## src/sv/ddpc_pkg.sv

```systemverilog
// ddpc_pkg: shared types, constants and tangent table for the differential drive pwm block
// depends on nothing; used by every module of the block by scoped names
`timescale 1ns / 1ps

package ddpc_pkg;

    localparam int QW        = 8;     // quotient bits (inner speed magnitude < 256)
    localparam int DIVW      = 18;    // divisor width: 131072 + tan up to 196608
    localparam int NUMW      = 26;    // numerator width: m * (131072 - tan)
    localparam logic [17:0] TWO_Q16 = 18'd131072;
    localparam logic [7:0]  SPEED_LIMIT = 8'd100;
    localparam logic [5:0]  MAX_ANGLE = 6'd45;
    localparam logic [23:0] RECIP_100 = 24'd10737419;  // ceil(2^30 / 100)

    localparam logic [3:0] REG_DIP = 4'd0;
    localparam logic [3:0] REG_PWM = 4'd1;

    // data handed from one divider cell to the next
    typedef struct packed {
        logic [NUMW-1:0] rem;     // running remainder, low bits still hold numerator
        logic [DIVW-1:0] div;     // divisor
        logic [QW-1:0]   quo;     // quotient bits so far
        logic            neg;     // outer speed negative
        logic            ang_pos; // angle above zero
        logic [8:0]      outer;   // signed outer speed, unclamped
        logic [15:0]     full;    // full scale duty
    } cell_t;

    // tangent of k degrees in unsigned q16
    function automatic logic [16:0] tan_q16(input logic [5:0] k);
        logic [16:0] t;
        case (k)
            6'd0: t = 17'd0;      6'd1: t = 17'd1144;   6'd2: t = 17'd2289;
            6'd3: t = 17'd3435;   6'd4: t = 17'd4583;   6'd5: t = 17'd5734;
            6'd6: t = 17'd6888;   6'd7: t = 17'd8047;   6'd8: t = 17'd9210;
            6'd9: t = 17'd10380;  6'd10: t = 17'd11556; 6'd11: t = 17'd12739;
            6'd12: t = 17'd13930; 6'd13: t = 17'd15130; 6'd14: t = 17'd16340;
            6'd15: t = 17'd17560; 6'd16: t = 17'd18792; 6'd17: t = 17'd20036;
            6'd18: t = 17'd21294; 6'd19: t = 17'd22566; 6'd20: t = 17'd23853;
            6'd21: t = 17'd25157; 6'd22: t = 17'd26478; 6'd23: t = 17'd27818;
            6'd24: t = 17'd29179; 6'd25: t = 17'd30560; 6'd26: t = 17'd31964;
            6'd27: t = 17'd33392; 6'd28: t = 17'd34846; 6'd29: t = 17'd36327;
            6'd30: t = 17'd37837; 6'd31: t = 17'd39378; 6'd32: t = 17'd40951;
            6'd33: t = 17'd42560; 6'd34: t = 17'd44205; 6'd35: t = 17'd45889;
            6'd36: t = 17'd47615; 6'd37: t = 17'd49385; 6'd38: t = 17'd51202;
            6'd39: t = 17'd53070; 6'd40: t = 17'd54991; 6'd41: t = 17'd56970;
            6'd42: t = 17'd59009; 6'd43: t = 17'd61113; 6'd44: t = 17'd63287;
            default: t = 17'd65536;
        endcase
        return t;
    endfunction

    // (d + 5) / 20 in q21, rounded up; period times this, shifted down 21, is the floor
    function automatic logic [21:0] scale_q21(input logic [3:0] d);
        logic [21:0] s;
        case (d)
            4'd0: s = 22'd524288;   4'd1: s = 22'd629146;   4'd2: s = 22'd734004;
            4'd3: s = 22'd838861;   4'd4: s = 22'd943719;   4'd5: s = 22'd1048576;
            4'd6: s = 22'd1153434;  4'd7: s = 22'd1258292;  4'd8: s = 22'd1363149;
            4'd9: s = 22'd1468007;  4'd10: s = 22'd1572864; 4'd11: s = 22'd1677722;
            4'd12: s = 22'd1782580; 4'd13: s = 22'd1887437; 4'd14: s = 22'd1992295;
            default: s = 22'd2097152;
        endcase
        return s;
    endfunction

endpackage

```

## src/sv/ddpc_div_cell.sv

```systemverilog
// ddpc_div_cell: one restoring-division step of the inner speed divider chain
// depends on ddpc_pkg
`timescale 1ns / 1ps

module ddpc_div_cell (
    input  logic            aclk,
    input  logic            aresetn,
    input  logic            en,
    input  logic            vld_in,
    input  ddpc_pkg::cell_t din,
    output logic            vld_out,
    output ddpc_pkg::cell_t dout
);

    localparam int NW = ddpc_pkg::NUMW;
    localparam int QW = ddpc_pkg::QW;
    localparam int DW = ddpc_pkg::DIVW;

    ddpc_pkg::cell_t  dat_next;
    ddpc_pkg::cell_t  dat_reg;
    logic             vld_reg;
    logic [NW-QW+1:0] hi;
    logic [NW-QW+1:0] diff;

    // compare the upper window with the divisor and shift in one quotient bit
    always_comb begin
        hi   = {1'b0, din.rem[NW-1:QW-1]};
        diff = hi - {{(NW-QW+2-DW){1'b0}}, din.div};
        dat_next = din;
        if (!diff[NW-QW+1]) begin
            dat_next.rem = {diff[DW-1:0], din.rem[QW-2:0], 1'b0};
            dat_next.quo = {din.quo[QW-2:0], 1'b1};
        end else begin
            dat_next.rem = {din.rem[NW-2:0], 1'b0};
            dat_next.quo = {din.quo[QW-2:0], 1'b0};
        end
    end

    always_ff @(posedge aclk) begin
        if (!aresetn) begin
            vld_reg <= 1'b0;
        end else if (en) begin
            vld_reg <= vld_in;
        end
    end

    always_ff @(posedge aclk) begin
        if (en) begin
            dat_reg <= dat_next;
        end
    end

    assign vld_out = vld_reg;
    assign dout    = dat_reg;

endmodule

```

## src/sv/ddpc_drive.sv

```systemverilog
// ddpc_drive: wheel clamp, duty scaling and result register
// depends on ddpc_pkg
`timescale 1ns / 1ps

module ddpc_drive (
    input  logic            aclk,
    input  logic            aresetn,
    input  logic            en,
    input  logic            vld_in,
    input  ddpc_pkg::cell_t din,
    output logic            vld_out,
    output logic [15:0]     left_duty,
    output logic            left_reverse,
    output logic [15:0]     right_duty,
    output logic            right_reverse
);

    logic signed [8:0] inner;
    logic signed [8:0] lw;
    logic signed [8:0] rw;
    logic [6:0]        lmag;
    logic [6:0]        rmag;
    logic [22:0]       lprod_next;
    logic [22:0]       rprod_next;
    logic              vld1_reg;
    logic [22:0]       lprod_reg;
    logic [22:0]       rprod_reg;
    logic              lr1_reg;
    logic              rr1_reg;
    logic [46:0]       lquo;
    logic [46:0]       rquo;
    logic [15:0]       ld_next;
    logic [15:0]       rd_next;
    logic              vld_reg;
    logic [15:0]       ld_reg;
    logic [15:0]       rd_reg;
    logic              lr_reg;
    logic              rr_reg;

    function automatic logic [6:0] clamp_mag(input logic signed [8:0] v);
        logic [8:0] a;
        a = v[8] ? 9'(-v) : 9'(v);
        return (a > 9'd100) ? 7'd100 : a[6:0];
    endfunction

    // restore sign, pick which wheel is slowed, scale by wheel magnitude
    always_comb begin
        inner = din.neg ? -$signed({1'b0, din.quo}) : $signed({1'b0, din.quo});
        lw    = din.ang_pos ? $signed(din.outer) : inner;
        rw    = din.ang_pos ? inner : $signed(din.outer);
        lmag  = clamp_mag(lw);
        rmag  = clamp_mag(rw);
        lprod_next = din.full * lmag;
        rprod_next = din.full * rmag;
    end

    always_ff @(posedge aclk) begin
        if (!aresetn) begin
            vld1_reg <= 1'b0;
        end else if (en) begin
            vld1_reg <= vld_in;
        end
    end

    always_ff @(posedge aclk) begin
        if (en) begin
            lprod_reg <= lprod_next;
            rprod_reg <= rprod_next;
            lr1_reg   <= lw[8];
            rr1_reg   <= rw[8];
        end
    end

    // divide by 100 through reciprocal multiply, exact for products below 2^23
    always_comb begin
        lquo    = lprod_reg * ddpc_pkg::RECIP_100;
        rquo    = rprod_reg * ddpc_pkg::RECIP_100;
        ld_next = lquo[45:30];
        rd_next = rquo[45:30];
    end

    always_ff @(posedge aclk) begin
        if (!aresetn) begin
            vld_reg <= 1'b0;
        end else if (en) begin
            vld_reg <= vld1_reg;
        end
    end

    always_ff @(posedge aclk) begin
        if (en) begin
            ld_reg <= ld_next;
            rd_reg <= rd_next;
            lr_reg <= lr1_reg;
            rr_reg <= rr1_reg;
        end
    end

    assign vld_out       = vld_reg;
    assign left_duty     = ld_reg;
    assign right_duty    = rd_reg;
    assign left_reverse  = lr_reg;
    assign right_reverse = rr_reg;

endmodule

```

## src/sv/differential_drive_pwm_command.sv

```systemverilog
// differential_drive_pwm_command: top level, front end, divider chain and output stage
// depends on ddpc_pkg, ddpc_div_cell, ddpc_drive
`timescale 1ns / 1ps

// Turns a steering angle and an outer wheel speed into left and right pwm compare values
// with reverse bits. One command is taken every cycle while the result side is not
// stalled. There are eleven register stages: one front-end stage (tangent lookup,
// multiply, full scale), a chain of eight divider cells that each produce one bit of the
// inner speed, and two output stages (wheel scale, divide by 100). The whole pipeline
// advances together and holds when the result side stalls with a result waiting.
// Registers: index 0 dip switch scale, index 1 timer period.

module differential_drive_pwm_command (
    input  logic        aclk,
    input  logic        aresetn,
    input  logic        s_tvalid,
    output logic        s_tready,
    input  logic [15:0] s_tdata,      // [7:0] steer_angle, [15:8] outer_speed
    output logic        m_tvalid,
    input  logic        m_tready,
    output logic [39:0] m_tdata,      // [15:0] left_duty, [16] left_reverse,
                                      // [32:17] right_duty, [33] right_reverse, [39:34] zero
    input  logic        cfg_valid,
    output logic        cfg_ready,
    input  logic [3:0]  cfg_index,
    input  logic [15:0] cfg_data
);

    localparam int NC = ddpc_pkg::QW;

    logic [3:0]        dip_reg;
    logic [15:0]       pwm_reg;
    logic              en;
    logic signed [7:0] ang;
    logic signed [7:0] spd;
    logic [7:0]        amag;
    logic [5:0]        aidx;
    logic [16:0]       tan;
    logic [7:0]        m;
    logic [15:0]       period;
    logic [21:0]       fscale;
    logic [37:0]       fprod;
    ddpc_pkg::cell_t   front_next;
    ddpc_pkg::cell_t   front_reg;
    logic              front_vld_reg;
    ddpc_pkg::cell_t   chain [NC+1];
    logic              cvld [NC+1];
    logic [15:0]       ld;
    logic [15:0]       rd;
    logic              lr;
    logic              rr;

    // configuration registers
    assign cfg_ready = 1'b1;
    always_ff @(posedge aclk) begin
        if (!aresetn) begin
            dip_reg <= 4'd0;
            pwm_reg <= 16'hFFFF;
        end else if (cfg_valid) begin
            case (cfg_index)
                ddpc_pkg::REG_DIP: dip_reg <= cfg_data[3:0];
                ddpc_pkg::REG_PWM: pwm_reg <= cfg_data;
                default: ;
            endcase
        end
    end

    // pipeline moves whenever the output slot is free or being taken
    assign en       = !m_tvalid || m_tready;
    assign s_tready = en;

    // front end: tangent, numerator, divisor and full scale
    always_comb begin
        ang    = $signed(s_tdata[7:0]);
        spd    = $signed(s_tdata[15:8]);
        amag   = ang[7] ? 8'(-ang) : 8'(ang);
        aidx   = (amag > 8'(ddpc_pkg::MAX_ANGLE)) ? ddpc_pkg::MAX_ANGLE : amag[5:0];
        tan    = ddpc_pkg::tan_q16(aidx);
        if (spd > $signed(ddpc_pkg::SPEED_LIMIT)) m = ddpc_pkg::SPEED_LIMIT;
        else m = spd[7] ? 8'(-spd) : 8'(spd);
        period = (pwm_reg != 16'd0) ? pwm_reg - 16'd1 : 16'd0;
        fscale = ddpc_pkg::scale_q21(dip_reg);
        fprod  = period * fscale;
        front_next.rem     = m * (ddpc_pkg::TWO_Q16 - {1'b0, tan});
        front_next.div     = ddpc_pkg::TWO_Q16 + {1'b0, tan};
        front_next.quo     = '0;
        front_next.neg     = spd[7];
        front_next.ang_pos = !ang[7] && (ang != 8'sd0);
        front_next.outer   = {spd[7], spd};
        front_next.full    = fprod[36:21];
    end

    always_ff @(posedge aclk) begin
        if (!aresetn) begin
            front_vld_reg <= 1'b0;
        end else if (en) begin
            front_vld_reg <= s_tvalid;
        end
    end

    always_ff @(posedge aclk) begin
        if (en) begin
            front_reg <= front_next;
        end
    end

    assign chain[0] = front_reg;
    assign cvld[0]  = front_vld_reg;

    // divider chain, one quotient bit per cell
    for (genvar i = 0; i < NC; i++) begin : g_cell
        ddpc_div_cell u_cell (
            .aclk    (aclk),
            .aresetn (aresetn),
            .en      (en),
            .vld_in  (cvld[i]),
            .din     (chain[i]),
            .vld_out (cvld[i+1]),
            .dout    (chain[i+1])
        );
    end

    ddpc_drive u_drive (
        .aclk          (aclk),
        .aresetn       (aresetn),
        .en            (en),
        .vld_in        (cvld[NC]),
        .din           (chain[NC]),
        .vld_out       (m_tvalid),
        .left_duty     (ld),
        .left_reverse  (lr),
        .right_duty    (rd),
        .right_reverse (rr)
    );

    assign m_tdata = {6'd0, rr, rd, lr, ld};

    // checks
    a_ready_free: assert property (@(posedge aclk) disable iff (!aresetn)
        !m_tvalid |-> s_tready) else $error("input stalled with empty output");
    a_hold: assert property (@(posedge aclk) disable iff (!aresetn)
        m_tvalid && !m_tready |=> m_tvalid && $stable(m_tdata))
        else $error("result changed while stalled");
    a_stall_prop: assert property (@(posedge aclk) disable iff (!aresetn)
        !en |=> $stable(front_reg) && $stable(front_vld_reg))
        else $error("front stage moved during stall");

endmodule
```

## config.mk

```make
export PLATFORM = sky130hd
export DESIGN_NAME = differential_drive_pwm_command
export DESIGN_NICKNAME = d
export VERILOG_FILES = /design/src/sv/ddpc_pkg.sv /design/src/sv/ddpc_div_cell.sv /design/src/sv/ddpc_drive.sv /design/src/sv/differential_drive_pwm_command.sv
export SDC_FILE = /design/constraint.sdc
export NUM_CORES = 2
export LEC_CHECK = 0
export BUFFER_PORTS_ARGS = -buffer_cell sky130_fd_sc_hd__buf_2
export CAP_MARGIN = 20
export CORE_MARGIN = 4
export CORE_UTILIZATION = 53
export CTS_BUF_LIST = sky130_fd_sc_hd__clkbuf_8
export DETAILED_ROUTE_END_ITERATION = 16
export HOLD_SLACK_MARGIN = 0.05
export PLACE_DENSITY = 0.71
export SYNTH_ARGS = -nofsm -noshare
export SYNTH_HDL_FRONTEND = slang
export SYNTH_SLANG_ARGS = --single-unit
```

## constraint.sdc

```tcl
create_clock -name aclk -period 31.1 [get_ports aclk]
set_input_delay 6.22 -clock aclk [delete_from_list [all_inputs] [get_ports aclk]]
set_output_delay 6.22 -clock aclk [all_outputs]
set_load 0.03 [all_outputs]
```

==> flow_metrics.tcl <==
set metrics [dict create \
    status "finished, final reports clean" \
    die_w_um 368.4 \
    die_area_um2 135700 \
    drt_pass1_iterations 5 \
    port_buffers 76 \
    critPathKind "input pin to register" \
    io_pins 84 \
    endpoint "chain[710]" \
    grtUsageTotal_pct 20.94 \
    final_design_area_no_fill_um2 73770 \
    netlist-cell-type-count 91 \
    synth_edf_count 659 \
    antenna_found_initial 1 \
    cts_buffers 118 \
    cp_max_fo 19 \
    setup_ws_ps 14850 \
    core_area_um2 128300 \
    drt_iter0_drc 2224 \
    initial_core_util_pct 53.63 \
    wl_met1_mm 58.62 \
    cts_tree "built" \
    r2r_end "u_drive.lprod_reg[20]" \
    postSynthAreaPerCell_um2 10.77 \
    max_freq_ghz 0.06152 \
    whs_ps 341.9 \
    yosysSeqAreaShare_pct 29.92 \
    r2r_start "g_cell[7].u_cell.dout[25]" \
    wl_met2_mm 70.75 \
    cts.sinks 699 \
    skew_ps 76.20 \
    gr-total-overflow 0 \
    drcViolationCount 0 \
    postSynth.topFlopCell "edfxtp_1" \
    grt_pass1_wl_mm 231.7 \
    crit_path_top_delay_cell "ha_1" \
    nFillCells 10833 \
    syn-cell-area_um2 68830 \
    setup_violations 0 \
    place_area_um2 71220 \
    dpl.hpwl_mm 112.5 \
    yosysTopAreaCellShare_pct 28.75 \
    reg2reg_slack_ps 21580 \
    slowest_delay_ps 740 \
    grt_pass1_vias 46457 \
    vias_per_cell 5.274 \
    arrival_ps 16780 \
    drive_above_1_share_pct 6.577 \
    grt_max_degree 211 \
    async_flop_share_pct 0 \
    area_growth_pct 7.188 \
    htreeDepth 3 \
    tightest_slew_ps 1248 \
    relSlewSlack_pct 16.77 \
    wl_per_cell_um 16.62 \
    maxUsedRoutingLayer "met4" \
    place_ws_ps 14080 \
    clk_pin_slew_ps 60 \
    synth_area_leader_cell "edfxtp_1" \
    placementRows 131 \
    clk_latency_ps 830 \
    vias 44003 \
    grt_setup_unrepaired "false" \
    synth_seq_cells 699 \
    gp_congestion 0.9282 \
    max-clock-path-buffers 3 \
    min_period_ps 16250 \
    wirelength_mm 138.7 \
    die-height_um 368.4 \
    seqCellArea_um2 20590 \
    synthesis.instances 6391 \
    ant_nets 0 \
    largest_reg_flops 509 \
    tns_ps 0 \
    finalNetCount 8264 \
    post_cts_resized 0 \
    hold_viol_final 0 \
    max-cap-violations 0 \
    yosysMostFrequentCell "inv_1" \
    period_share_pct 52.26 \
    ctsHoldBuffers 0 \
    wl_met3_mm 5.404 \
    worstRegToRegCells 30 \
    drv_slew 0 \
    synthTopCellsByCount "inv_1, ha_1, fa_1" \
    clock_tree.root_cell "clkbuf_8" \
    critPathLaunchType "input pin" \
    yosysWarnings 0 \
    post_cts_buffers 0 \
    multi_input_area_um2 42440 \
    crit_start "s_tdata[0]" \
    min_path_type "register to register" \
    required_ps 31630 \
    synthTopCellsByArea "edfxtp_1, fa_1, ha_1" \
    critPathCaptureType "register" \
]
[cells by family (layout without fill, tap and decap cells)]
family	Yosys count	count (layout)	share of synthesized area, %
other cells	2	8	0.01091
buf+inv	1549	1767	8.517
mux	116	116	1.843
xor+xnor	236	236	3.052
compound gates	733	733	6.986
simple gates	1347	1347	9.466
fa+ha+maj	1709	1709	40.21
flops	699	699	29.92
[per-stage QoR]
stage | util, % | std cells
floorplan | - | 6396
global placement | 55.49 | 8117
detailed placement | 55.49 | 8117
CTS | 57.42 | 8337
global route | 57.48 | 8344
finish | 57.48 | 8344
[how the worst min path moves through the flow]
stage,start,slack [ps],depth (start not counted),end
finish,g_cell[2].u_cell.dout[57],340,0,g_cell[3].u_cell.dout[58]
global route,g_cell[1].u_cell.dout[16],320,0,g_cell[2].u_cell.dout[16]
CTS,g_cell[1].u_cell.dout[18],320,0,g_cell[2].u_cell.dout[18]
detailed placement,chain[649],400,0,g_cell[0].u_cell.dout[17]
global placement,g_cell[1].u_cell.dout[4],400,0,g_cell[2].u_cell.dout[4]
floorplan,chain[632],400,0,g_cell[0].u_cell.dout[0]
[metal layers]
layer | global-route usage, % | vias to the layer above
met5 | 0 | -
met1 | 26.35 | 21819
met3 | 2.710 | 236
met4 | 6.626 | 0
met2 | 37.52 | 762
li1 | - | 21186
[worst max-delay path, delay by kind of cell]
kind,cells,cell delay (ps)
buffers and inverters,6,840
xor gates and xnor gates,2,650
muxes,1,400
and+or+nand+nor,8,1650
adders and majority gates,8,3750
AOI/OAI and AO/OA,12,3220
[area by class of cell]
class / count / area share, %
inverters: 1432 / 7.296
clock buffers: 119 / 2.220
multi-input cells: 4148 / 57.53
clock inverters: 101 / 1.124
flip-flops and latches: 699 / 27.91
repair buffers: 115 / 0.9803
well taps: 1729 / 2.932
diodes: 1 / 0.003392
[placed cells by master, fill, tap and decap left out, types with 14 or more instances in the layout]
master	count
inv_1	1457
ha_1	871
fa_1	838
edfxtp_1	659
nand2_1	449
nor2_1	282
a21oi_1	187
xnor2_1	175
and2_1	161
o21ai_0	157
clkbuf_8	119
nor3_1	101
mux2_2	86
buf_2	76
a21o_1	73
nand3_1	70
xor2_1	57
and3_1	57
nand2b_1	51
nor2b_1	50
dfxtp_1	40
a21boi_0	35
a211oi_1	34
buf_4	33
clkinv_1	32
or2_2	30
or3_1	30
a31oi_1	30
mux2i_1	30
o21a_1	25
nand4_1	20
a211o_1	18
o211ai_1	17
a221oi_1	17
o31ai_1	15
clkinv_2	14
Power is not shown: default switching activity piles up to over one toggle a cycle in this logic, so the estimate is an artifact.
